$ cat config.mk
export PLATFORM = sky130hd
export DESIGN_NAME = udp_test_frame_generator_core
export DESIGN_NICKNAME = d
export VERILOG_FILES = /design/src/sv/tfg_pkg.sv /design/src/sv/tfg_cfg.sv /design/src/sv/tfg_front.sv /design/src/sv/tfg_queue.sv /design/src/sv/tfg_back.sv /design/src/sv/udp_test_frame_generator_core.sv
export SDC_FILE = /design/constraint.sdc
export NUM_CORES = 1
export LEC_CHECK = 0
export ABC_AREA = 1
export BUFFER_PORTS_ARGS = -buffer_cell sky130_fd_sc_hd__buf_4
export CAP_MARGIN = 20
export CORE_MARGIN = 2
export CORE_UTILIZATION = 63
export DETAILED_ROUTE_END_ITERATION = 10
export PLACE_DENSITY = 0.88
export SLEW_MARGIN = 5
export SYNTH_ARGS = -nofsm -noshare
export SYNTH_HDL_FRONTEND = slang
export SYNTH_SLANG_ARGS = --single-unit
$ cat constraint.sdc
create_clock -name clk -period 6.9 [get_ports clk]
set_clock_uncertainty 0.05 [all_clocks]
set_input_delay 1.38 -clock clk [delete_from_list [all_inputs] [get_ports clk]]
set_output_delay 1.38 -clock clk [all_outputs]
set_load 0.01 [all_outputs]
$ cat src/sv/tfg_pkg.sv
// Package for the UDP test frame generator: payload structs, queue entry,
// configuration register set and register index codes.
// No dependencies.
package tfg_pkg;

    // Held payload length and frame byte position widths
    localparam int LEN_W      = 11;
    localparam int POS_W      = 11;
    // Raw (unfolded) IPv4 header sum: nine 16-bit terms
    localparam int SUM_W      = 20;
    localparam int CFG_IDX_W  = 3;
    localparam int CFG_DATA_W = 48;
    localparam int QUEUE_DEPTH = 2;

    // Ethernet + IPv4 + UDP header bytes
    localparam logic [POS_W-1:0] HDR_BYTES = 11'd42;
    localparam logic [15:0] IP_HDR_UDP_BYTES = 16'd28;
    localparam logic [15:0] UDP_HDR_BYTES    = 16'd8;
    localparam logic [15:0] IP_VER_IHL_TOS   = 16'h4500;
    localparam logic [15:0] IP_FLAGS_DF      = 16'h4000;
    localparam logic [7:0]  IP_PROTO_UDP     = 8'd17;

    localparam logic [47:0] DEST_MAC_RST = 48'hFFFF_FFFF_FFFF;
    localparam logic [7:0]  TTL_RST      = 8'd64;
    localparam logic [15:0] IDENT_RST    = 16'hCAA8;

    typedef enum logic [CFG_IDX_W-1:0] {
        CFG_DEST_MAC    = 3'd0,
        CFG_SOURCE_MAC  = 3'd1,
        CFG_DEST_IP     = 3'd2,
        CFG_SOURCE_IP   = 3'd3,
        CFG_SOURCE_PORT = 3'd4,
        CFG_DEST_PORT   = 3'd5,
        CFG_TTL         = 3'd6,
        CFG_IDENT       = 3'd7
    } cfg_index_t;

    typedef struct packed {
        logic        opcode;
        logic [15:0] payload_length;
    } in_item_t;

    typedef struct packed {
        logic       byte_valid;
        logic [7:0] out_byte;
        logic       first_flag;
        logic       last_flag;
    } out_item_t;

    typedef struct packed {
        logic [47:0] dest_mac;
        logic [47:0] source_mac;
        logic [31:0] dest_ip;
        logic [31:0] source_ip;
        logic [15:0] source_port;
        logic [15:0] dest_port;
        logic [7:0]  time_to_live;
        logic [15:0] ident_word;
    } cfg_t;

    // One classified item on its way from front to back
    typedef struct packed {
        logic             active;
        logic             first;
        logic             last;
        logic [POS_W-1:0] pos;
        logic [LEN_W-1:0] len;
        logic [SUM_W-1:0] hdr_sum;
    } q_entry_t;

endpackage

$ cat src/sv/tfg_cfg.sv
// Configuration register file of the UDP test frame generator.
// Depends on tfg_pkg.
module tfg_cfg
(
    input  logic                            clk,
    input  logic                            rst_n,
    input  logic                            cfg_wr_en,
    input  logic [tfg_pkg::CFG_IDX_W-1:0]   cfg_index,
    input  logic [tfg_pkg::CFG_DATA_W-1:0]  cfg_wdata,
    output tfg_pkg::cfg_t                   cfg
);

    tfg_pkg::cfg_t cfg_reg;
    tfg_pkg::cfg_t cfg_next;

    // Decode the register index and update one field
    always_comb
    begin
        cfg_next = cfg_reg;
        if (cfg_wr_en)
        begin
            unique case (tfg_pkg::cfg_index_t'(cfg_index))
                tfg_pkg::CFG_DEST_MAC:    cfg_next.dest_mac     = cfg_wdata;
                tfg_pkg::CFG_SOURCE_MAC:  cfg_next.source_mac   = cfg_wdata;
                tfg_pkg::CFG_DEST_IP:     cfg_next.dest_ip      = cfg_wdata[31:0];
                tfg_pkg::CFG_SOURCE_IP:   cfg_next.source_ip    = cfg_wdata[31:0];
                tfg_pkg::CFG_SOURCE_PORT: cfg_next.source_port  = cfg_wdata[15:0];
                tfg_pkg::CFG_DEST_PORT:   cfg_next.dest_port    = cfg_wdata[15:0];
                tfg_pkg::CFG_TTL:         cfg_next.time_to_live = cfg_wdata[7:0];
                tfg_pkg::CFG_IDENT:       cfg_next.ident_word   = cfg_wdata[15:0];
                default:                  cfg_next = cfg_reg;
            endcase
        end
    end

    always_ff @(posedge clk or negedge rst_n)
    begin
        if (!rst_n)
        begin
            cfg_reg.dest_mac     <= tfg_pkg::DEST_MAC_RST;
            cfg_reg.source_mac   <= '0;
            cfg_reg.dest_ip      <= '0;
            cfg_reg.source_ip    <= '0;
            cfg_reg.source_port  <= '0;
            cfg_reg.dest_port    <= '0;
            cfg_reg.time_to_live <= tfg_pkg::TTL_RST;
            cfg_reg.ident_word   <= tfg_pkg::IDENT_RST;
        end
        else
        begin
            cfg_reg <= cfg_next;
        end
    end

    assign cfg = cfg_reg;

endmodule

$ cat src/sv/tfg_front.sv
// Front end of the UDP test frame generator: accepts items, tracks the frame
// position and classifies each item into a queue entry. Depends on tfg_pkg.
module tfg_front
#(
    parameter int MAX_PAYLOAD = 1472
)
(
    input  logic                clk,
    input  logic                rst_n,
    input  logic                accept,
    input  tfg_pkg::in_item_t   item,
    input  tfg_pkg::cfg_t       cfg,
    output tfg_pkg::q_entry_t   entry
);

    localparam logic [tfg_pkg::LEN_W-1:0] MaxLen = tfg_pkg::LEN_W'(MAX_PAYLOAD);

    logic [tfg_pkg::POS_W-1:0] pos_reg, pos_next;
    logic [tfg_pkg::LEN_W-1:0] len_reg, len_next;
    logic                      active_reg, active_next;

    logic [tfg_pkg::LEN_W-1:0] clamp_len;
    logic [tfg_pkg::POS_W-1:0] total_cur, total_next;
    logic [tfg_pkg::POS_W:0]   pos_inc, pos_next_inc;
    logic [15:0]               ip_total;

    // Clamp the requested payload length
    assign clamp_len = (item.payload_length > 16'(MAX_PAYLOAD)) ? MaxLen
                                                                 : item.payload_length[tfg_pkg::LEN_W-1:0];

    assign total_cur = tfg_pkg::HDR_BYTES + len_reg;
    assign pos_inc   = {1'b0, pos_reg} + 1'b1;

    // Start a frame, advance within it, or drop to idle after its last byte
    always_comb
    begin
        pos_next    = pos_reg;
        len_next    = len_reg;
        active_next = active_reg;
        if (accept)
        begin
            if (item.opcode)
            begin
                len_next    = clamp_len;
                pos_next    = '0;
                active_next = 1'b1;
            end
            else if (active_reg)
            begin
                if (pos_inc < {1'b0, total_cur})
                begin
                    pos_next = pos_inc[tfg_pkg::POS_W-1:0];
                end
                else
                begin
                    active_next = 1'b0;
                end
            end
        end
    end

    always_ff @(posedge clk or negedge rst_n)
    begin
        if (!rst_n)
        begin
            pos_reg    <= '0;
            len_reg    <= '0;
            active_reg <= 1'b0;
        end
        else
        begin
            pos_reg    <= pos_next;
            len_reg    <= len_next;
            active_reg <= active_next;
        end
    end

    // Classify the item from the position it leaves behind
    assign total_next   = tfg_pkg::HDR_BYTES + len_next;
    assign pos_next_inc = {1'b0, pos_next} + 1'b1;

    // Raw IPv4 header sum; folded by the back end on the first byte
    assign ip_total = tfg_pkg::IP_HDR_UDP_BYTES + 16'(len_next);

    always_comb
    begin
        entry.active  = active_next;
        entry.first   = active_next && (pos_next == '0);
        entry.last    = active_next && (pos_next_inc == {1'b0, total_next});
        entry.pos     = pos_next;
        entry.len     = len_next;
        entry.hdr_sum = tfg_pkg::SUM_W'(tfg_pkg::IP_VER_IHL_TOS)
                      + tfg_pkg::SUM_W'(ip_total)
                      + tfg_pkg::SUM_W'(cfg.ident_word)
                      + tfg_pkg::SUM_W'(tfg_pkg::IP_FLAGS_DF)
                      + tfg_pkg::SUM_W'({cfg.time_to_live, tfg_pkg::IP_PROTO_UDP})
                      + tfg_pkg::SUM_W'(cfg.source_ip[31:16])
                      + tfg_pkg::SUM_W'(cfg.source_ip[15:0])
                      + tfg_pkg::SUM_W'(cfg.dest_ip[31:16])
                      + tfg_pkg::SUM_W'(cfg.dest_ip[15:0]);
    end

    // An active frame never points past its own last byte
    assert property (@(posedge clk) disable iff (!rst_n)
        active_reg |-> ({1'b0, pos_reg} < {1'b0, total_cur}))
        else $error("front position beyond frame end");

endmodule

$ cat src/sv/tfg_queue.sv
// Short queue between front and back end of the UDP test frame generator.
// Depends on tfg_pkg.
module tfg_queue
(
    input  logic                clk,
    input  logic                rst_n,
    input  logic                wr_en,
    input  tfg_pkg::q_entry_t   wr_entry,
    output logic                full,
    input  logic                rd_en,
    output logic                rd_valid,
    output tfg_pkg::q_entry_t   rd_entry
);

    localparam int PtrW = $clog2(tfg_pkg::QUEUE_DEPTH);

    tfg_pkg::q_entry_t     mem [tfg_pkg::QUEUE_DEPTH];
    logic [PtrW-1:0]       wr_ptr_reg, wr_ptr_next;
    logic [PtrW-1:0]       rd_ptr_reg, rd_ptr_next;
    logic [PtrW:0]         count_reg, count_next;

    assign full     = (count_reg == (PtrW+1)'(tfg_pkg::QUEUE_DEPTH));
    assign rd_valid = (count_reg != '0);
    assign rd_entry = mem[rd_ptr_reg];

    // Advance pointers and occupancy on each transfer
    always_comb
    begin
        wr_ptr_next = wr_ptr_reg;
        rd_ptr_next = rd_ptr_reg;
        count_next  = count_reg;
        if (wr_en)
        begin
            wr_ptr_next = wr_ptr_reg + 1'b1;
        end
        if (rd_en)
        begin
            rd_ptr_next = rd_ptr_reg + 1'b1;
        end
        if (wr_en && !rd_en)
        begin
            count_next = count_reg + 1'b1;
        end
        else if (!wr_en && rd_en)
        begin
            count_next = count_reg - 1'b1;
        end
    end

    always_ff @(posedge clk or negedge rst_n)
    begin
        if (!rst_n)
        begin
            wr_ptr_reg <= '0;
            rd_ptr_reg <= '0;
            count_reg  <= '0;
        end
        else
        begin
            wr_ptr_reg <= wr_ptr_next;
            rd_ptr_reg <= rd_ptr_next;
            count_reg  <= count_next;
        end
    end

    // Store entries
    always_ff @(posedge clk)
    begin
        if (wr_en)
        begin
            mem[wr_ptr_reg] <= wr_entry;
        end
    end

    assert property (@(posedge clk) disable iff (!rst_n)
        count_reg <= (PtrW+1)'(tfg_pkg::QUEUE_DEPTH))
        else $error("queue occupancy beyond depth");

    assert property (@(posedge clk) disable iff (!rst_n)
        (wr_en && !rd_en) |=> (count_reg == $past(count_reg) + 1'b1))
        else $error("queue lost a write");

endmodule

$ cat src/sv/tfg_back.sv
// Back end of the UDP test frame generator: turns a queue entry into a frame
// byte from live configuration and the latched checksum. Depends on tfg_pkg.
module tfg_back
(
    input  logic                clk,
    input  logic                rst_n,
    input  tfg_pkg::cfg_t       cfg,
    input  logic                q_valid,
    input  tfg_pkg::q_entry_t   q_entry,
    output logic                q_rd,
    input  logic                pop,
    output logic                empty,
    output tfg_pkg::out_item_t  result
);

    logic                 out_full_reg, out_full_next;
    tfg_pkg::out_item_t   out_reg;
    logic [15:0]          csum_reg, csum_next;

    logic                 load;
    logic [16:0]          fold1;
    logic [15:0]          fold2;
    logic [15:0]          ip_len, udp_len;
    logic [7:0]           frame_byte;
    logic [2:0]           dmac_sel, smac_sel;
    logic [3:0]           smac_off;
    logic [1:0]           sip_sel, dip_sel;
    logic [4:0]           sip_off;
    logic [5:0]           dip_off;
    logic [tfg_pkg::POS_W-1:0] p;

    // Take the queue head whenever the output register is free or leaving
    assign load  = q_valid && (!out_full_reg || pop);
    assign q_rd  = load;
    assign empty = !out_full_reg;

    // Fold the raw header sum to 16 bits and complement it
    assign fold1 = {1'b0, q_entry.hdr_sum[15:0]} + 17'(q_entry.hdr_sum[19:16]);
    assign fold2 = fold1[15:0] + 16'(fold1[16]);

    always_comb
    begin
        csum_next = csum_reg;
        if (load && q_entry.first)
        begin
            csum_next = ~fold2;
        end
    end

    // Byte selects within the multi-byte fields
    assign p        = q_entry.pos;
    assign ip_len   = tfg_pkg::IP_HDR_UDP_BYTES + 16'(q_entry.len);
    assign udp_len  = tfg_pkg::UDP_HDR_BYTES + 16'(q_entry.len);
    assign dmac_sel = 3'd5 - p[2:0];
    assign smac_off = 4'd11 - p[3:0];
    assign smac_sel = smac_off[2:0];
    assign sip_off  = 5'd29 - p[4:0];
    assign sip_sel  = sip_off[1:0];
    assign dip_off  = 6'd33 - p[5:0];
    assign dip_sel  = dip_off[1:0];

    // Pick the frame byte for this position
    always_comb
    begin
        frame_byte = 8'h00;
        if (p < 11'd6)
        begin
            frame_byte = cfg.dest_mac[{dmac_sel, 3'b000} +: 8];
        end
        else if (p < 11'd12)
        begin
            frame_byte = cfg.source_mac[{smac_sel, 3'b000} +: 8];
        end
        else if (p >= 11'd26 && p < 11'd30)
        begin
            frame_byte = cfg.source_ip[{sip_sel, 3'b000} +: 8];
        end
        else if (p >= 11'd30 && p < 11'd34)
        begin
            frame_byte = cfg.dest_ip[{dip_sel, 3'b000} +: 8];
        end
        else if (p >= tfg_pkg::HDR_BYTES)
        begin
            frame_byte = p[7:0] - tfg_pkg::HDR_BYTES[7:0];
        end
        else
        begin
            case (p)
                11'd12:  frame_byte = 8'h08;
                11'd14:  frame_byte = tfg_pkg::IP_VER_IHL_TOS[15:8];
                11'd16:  frame_byte = ip_len[15:8];
                11'd17:  frame_byte = ip_len[7:0];
                11'd18:  frame_byte = cfg.ident_word[15:8];
                11'd19:  frame_byte = cfg.ident_word[7:0];
                11'd20:  frame_byte = tfg_pkg::IP_FLAGS_DF[15:8];
                11'd22:  frame_byte = cfg.time_to_live;
                11'd23:  frame_byte = tfg_pkg::IP_PROTO_UDP;
                11'd24:  frame_byte = csum_reg[15:8];
                11'd25:  frame_byte = csum_reg[7:0];
                11'd34:  frame_byte = cfg.source_port[15:8];
                11'd35:  frame_byte = cfg.source_port[7:0];
                11'd36:  frame_byte = cfg.dest_port[15:8];
                11'd37:  frame_byte = cfg.dest_port[7:0];
                11'd38:  frame_byte = udp_len[15:8];
                11'd39:  frame_byte = udp_len[7:0];
                default: frame_byte = 8'h00;
            endcase
        end
    end

    // Hold the result until it is taken
    always_comb
    begin
        out_full_next = out_full_reg;
        if (load)
        begin
            out_full_next = 1'b1;
        end
        else if (pop)
        begin
            out_full_next = 1'b0;
        end
    end

    always_ff @(posedge clk or negedge rst_n)
    begin
        if (!rst_n)
        begin
            out_full_reg <= 1'b0;
            csum_reg     <= '0;
        end
        else
        begin
            out_full_reg <= out_full_next;
            csum_reg     <= csum_next;
        end
    end

    always_ff @(posedge clk)
    begin
        if (load)
        begin
            out_reg.byte_valid <= q_entry.active;
            out_reg.out_byte   <= q_entry.active ? frame_byte : 8'h00;
            out_reg.first_flag <= q_entry.first;
            out_reg.last_flag  <= q_entry.last;
        end
    end

    assign result = out_reg;

    // An idle result carries no frame markers
    assert property (@(posedge clk) disable iff (!rst_n)
        (out_full_reg && !out_reg.byte_valid) |-> (!out_reg.first_flag && !out_reg.last_flag))
        else $error("flags set on an idle result");

    // A waiting result is never overwritten before it is taken
    assert property (@(posedge clk) disable iff (!rst_n)
        (out_full_reg && !pop) |-> !load)
        else $error("result overwritten while held");

endmodule

$ cat src/sv/udp_test_frame_generator_core.sv
// A result goes from its accepted item through a queue slot, then the output
// register; one item per cycle while pop keeps the output and queue from filling.
// With pop held low, the output register and the two-entry queue take three
// transfers before full rises; each pop then frees one slot for the next cycle.
// Reset (rst_n, asynchronous, active low) empties queue and output, makes
// the frame idle and loads the default configuration registers.
// Top level of the UDP test frame generator; depends on tfg_pkg and submodules.
module udp_test_frame_generator_core
#(
    parameter int MAX_PAYLOAD = 1472
)
(
    input  logic                            clk,
    input  logic                            rst_n,
    input  logic                            push,
    output logic                            full,
    input  tfg_pkg::in_item_t               item,
    output logic                            empty,
    input  logic                            pop,
    output tfg_pkg::out_item_t              result,
    input  logic                            cfg_wr_en,
    input  logic [tfg_pkg::CFG_IDX_W-1:0]   cfg_index,
    input  logic [tfg_pkg::CFG_DATA_W-1:0]  cfg_wdata
);

    tfg_pkg::cfg_t      cfg;
    tfg_pkg::q_entry_t  wr_entry;
    tfg_pkg::q_entry_t  rd_entry;
    logic               q_full;
    logic               q_valid;
    logic               q_rd;
    logic               accept;

    assign full   = q_full;
    assign accept = push && !q_full;

    tfg_cfg u_cfg
    (
        .clk       (clk),
        .rst_n     (rst_n),
        .cfg_wr_en (cfg_wr_en),
        .cfg_index (cfg_index),
        .cfg_wdata (cfg_wdata),
        .cfg       (cfg)
    );

    tfg_front
    #(
        .MAX_PAYLOAD (MAX_PAYLOAD)
    )
    u_front
    (
        .clk    (clk),
        .rst_n  (rst_n),
        .accept (accept),
        .item   (item),
        .cfg    (cfg),
        .entry  (wr_entry)
    );

    tfg_queue u_queue
    (
        .clk      (clk),
        .rst_n    (rst_n),
        .wr_en    (accept),
        .wr_entry (wr_entry),
        .full     (q_full),
        .rd_en    (q_rd),
        .rd_valid (q_valid),
        .rd_entry (rd_entry)
    );

    tfg_back u_back
    (
        .clk     (clk),
        .rst_n   (rst_n),
        .cfg     (cfg),
        .q_valid (q_valid),
        .q_entry (rd_entry),
        .q_rd    (q_rd),
        .pop     (pop),
        .empty   (empty),
        .result  (result)
    );

endmodule

==> flow_metrics.env <==
export IMPL_yosys_most_used_dff="dfrtp_1"
export IMPL_avgSynthCellArea_um2=8.49
export IMPL_cts_tree="yes"
export IMPL_viasPerCell=6.00
export IMPL_grt_max_degree=132
export IMPL_rows=67
export IMPL_clock_latency_ps=570
export IMPL_hold_viol=0
export IMPL_numCtsBuffers=39
export IMPL_ctsHoldBuffers=0
export IMPL_ir_drop_v=0.000810
export IMPL_ant_nets=0
export IMPL_core_mm2=0.0334
export IMPL_grt_pass1_wl_mm=103
export IMPL_crit_slowest_cell="fa_1"
export IMPL_wire_per_inst_um=21.5
export IMPL_syn_nets=2701
export IMPL_dieHeight_um=188
export IMPL_arrival_ps=6790
export IMPL_portBuffers=85
export IMPL_cp_end_kind="flop"
export IMPL_post_route_period_util=0.949
export IMPL_fp_dieW_um=188
export IMPL_dp_cells=3019
export IMPL_power_mw=15.1
export IMPL_start_util=0.636
export IMPL_ioPinCount=86
export IMPL_synth_edf_count=99
export IMPL_routed_wl_mm=66.5
export IMPL_syn2layout_area_growth_pct=13.6
export IMPL_final_seq_area_mm2=0.00955
export IMPL_drtPass1Iterations=7
export IMPL_slowest_delay_ps=520
export IMPL_track_usage=0.384
export IMPL_status="complete, no violations"
export IMPL_vias=18600
export IMPL_worst_slew_pin_slew_ps=1120
export IMPL_placed_area_mm2=0.0226
export IMPL_power_density_mw_per_mm2=626
export IMPL_maxCapViolations=0
export IMPL_slew_headroom=0.247
export IMPL_critPathKind="in2reg"
export IMPL_grt_overflow=0
export IMPL_first_iter_violations=2252
export IMPL_async_flop_share=0.724
export IMPL_die_area_mm2=0.0352
export IMPL_post_dp_hpwl_mm=48.0
export IMPL_n_fill_cell=2485
export IMPL_cellLeakagePower_nw=11.5
export IMPL_synth_seq_area_share=0.450
export IMPL_ys_types=63
export IMPL_largest_register_ff_count=216
export IMPL_multi_input_area_mm2=0.0101
export IMPL_startpoint_type="input pin"
export IMPL_synth_seq_cells=359
export IMPL_stdcell_count=3098
export IMPL_hp_class="reg2reg"
export IMPL_first_global_vias=18300
export IMPL_drive_gt1_frac=0.154
export IMPL_rsz0062_at_grt="no"
export IMPL_place_congestion=1.02
export IMPL_clkSinkCount=359
export IMPL_fmax_mhz=153
export IMPL_fin_area_mm2=0.0241
export IMPL_h_tree_depth=2
export IMPL_drc=0
export IMPL_worstPathMaxFanout=3
export IMPL_antenna_found_initial=1
export IMPL_cts_root_buf="clkbuf_16"
export IMPL_required_ps=7140
export IMPL_synth_area_mm2=0.0212
export IMPL_cts_buffer_depth=3
export IMPL_netlist_instances=2499
export IMPL_setup_viol=0
export IMPL_fin_nets=2820
export IMPL_slew_viol_final=0
export IMPL_yosys_warnings=0
export IMPL_min_period_ps=6550
export IMPL_clk_pin_slew_ps=60
## synthesized netlist by cell type, types with 41 or more instances
cell / count / area share
inv_1: 330 / 0.058
nand4_1: 41 / 0.012
edfxtp_1: 99 / 0.14
a21oi_1: 46 / 0.011
nand2_1: 650 / 0.11
ha_1: 62 / 0.037
fa_1: 67 / 0.063
nor2_1: 135 / 0.024
o21ai_0: 285 / 0.067
dfstp_2: 56 / 0.069
nand3_1: 101 / 0.024
clkbuf_1: 51 / 0.0090
xor2_1: 44 / 0.018
dfrtp_1: 204 / 0.24
a22oi_1: 66 / 0.023
## critical path, delay by kind of cell
kind                       cells  cell delay, ps
xor gates and xnor gates       1             190
adders and majority gates      6            2550
buffers and inverters          5             340
and+or+nand+nor               10            1070
AOI/OAI and AO/OA              8            1250
## per-stage QoR
step | util | setup WS [ps] | setup TNS (ps) | hold slack, ps
after floorplan | - | 12.2 | 0 | 393
after CTS | 0.719 | 156 | 0 | 438
final | 0.723 | 351 | 0 | 438
after global placement | 0.678 | -213 | -1720 | 416
after global routing | 0.723 | 16.0 | 0 | 452
after detailed placement | 0.678 | -399 | -4210 | 422
## cell families after synthesis
logic type,after synthesis,share of synthesized area
xor gates and xnor gates,56,0.0235
buffers and inverters,433,0.0807
adders and majority gates,129,0.0997
muxes,3,0.00200
AOI/OAI and AO/OA,475,0.129
DFF,359,0.450
and+or+nand+nor,1044,0.216
## cell usage in the layout, fill, tap and decap left out, types with 6 or more instances in the layout
| cell type | synthesis | final |
|---|---|---|
| dfstp_2 | 56 | 56 |
| a21oi_1 | 46 | 40 |
| o31ai_1 | 8 | 8 |
| nor3_2 | 5 | 6 |
| nand3b_1 | 8 | 8 |
| o21ai_2 | 8 | 9 |
| nand2_2 | 20 | 23 |
| a22oi_1 | 66 | 66 |
| nor2_2 | 18 | 19 |
| nor2_1 | 135 | 132 |
| edfxtp_1 | 99 | 99 |
| xnor2_1 | 11 | 10 |
| nand3_1 | 101 | 100 |
| clkinv_1 | 4 | 7 |
| buf_4 | 5 | 151 |
| nand2_1 | 650 | 646 |
| clkbuf_16 | 0 | 39 |
| fa_1 | 67 | 67 |
| o22ai_1 | 9 | 9 |
| dfrtp_1 | 204 | 203 |
| ha_1 | 62 | 60 |
| nand3_2 | 8 | 9 |
| nor4_1 | 9 | 9 |
| o21ai_0 | 285 | 281 |
| xor2_1 | 44 | 43 |
| o211ai_1 | 6 | 6 |
| clkbuf_1 | 51 | 6 |
| a21oi_2 | 3 | 9 |
| o21ai_1 | 12 | 15 |
| nor2_4 | 6 | 8 |
| nand4_1 | 41 | 41 |
| inv_2 | 20 | 21 |
| bufinv_16 | 0 | 6 |
| inv_1 | 330 | 329 |
| a31oi_1 | 6 | 6 |
| or2_2 | 10 | 9 |
| nor3_1 | 13 | 12 |
| or2_1 | 7 | 7 |
## power by group
part | switching [mW] | internal (mW)
registers | 0.376 | 3.39
logic | 5.61 | 3.46
clock network | 0.926 | 1.32
total | 6.92 | 8.18
## per-layer routing
| metal | global-route usage | vias to the layer above | wire [µm] |
|---|---|---|---|
| met3 | 0.103 | 228 | 7650 |
| met2 | 0.595 | 1169 | 30000 |
| met4 | 0.165 | 2 | 3220 |
| met1 | 0.514 | 8791 | 25600 |
| met5 | 0 | - | 19 |
| li1 | - | 8409 | - |
## timing repair
| action | in CTS | in global routing |
|---|---|---|
| setup endpoints to repair | 0 | 12 |
| setup buffers | 0 | 3 |
| resized for setup | 0 | 15 |
## layout make-up
| class | instances | area share |
|---|---|---|
| Inverter | 355 | 0.0553 |
| Multi-Input combinational cell | 1707 | 0.418 |
| Clock inverter | 23 | 0.0131 |
| Tap cell | 448 | 0.0232 |
| Sequential cell | 359 | 0.396 |
| Clock buffer | 49 | 0.0437 |
| Antenna cell | 1 | 0.000104 |
| Timing Repair Buffer | 156 | 0.0509 |
## worst paths after layout
kind	start	end	slack [ps]	cells after the start
max	item[12]	u_queue.mem[1][18]	350	30
min	u_cfg.cfg[116]	u_cfg.cfg[116]	440	2
max reg2reg	u_queue.count_reg[0]	u_queue.mem[1][18]	740	25
min reg2reg	u_cfg.cfg[116]	u_cfg.cfg[116]	440	2
max in group asynchronous	rst_n	u_cfg.cfg[35]	4560	2
min in group asynchronous	rst_n	u_front.pos_reg[3]	890	1
Power figures use the tool's default switching activity.
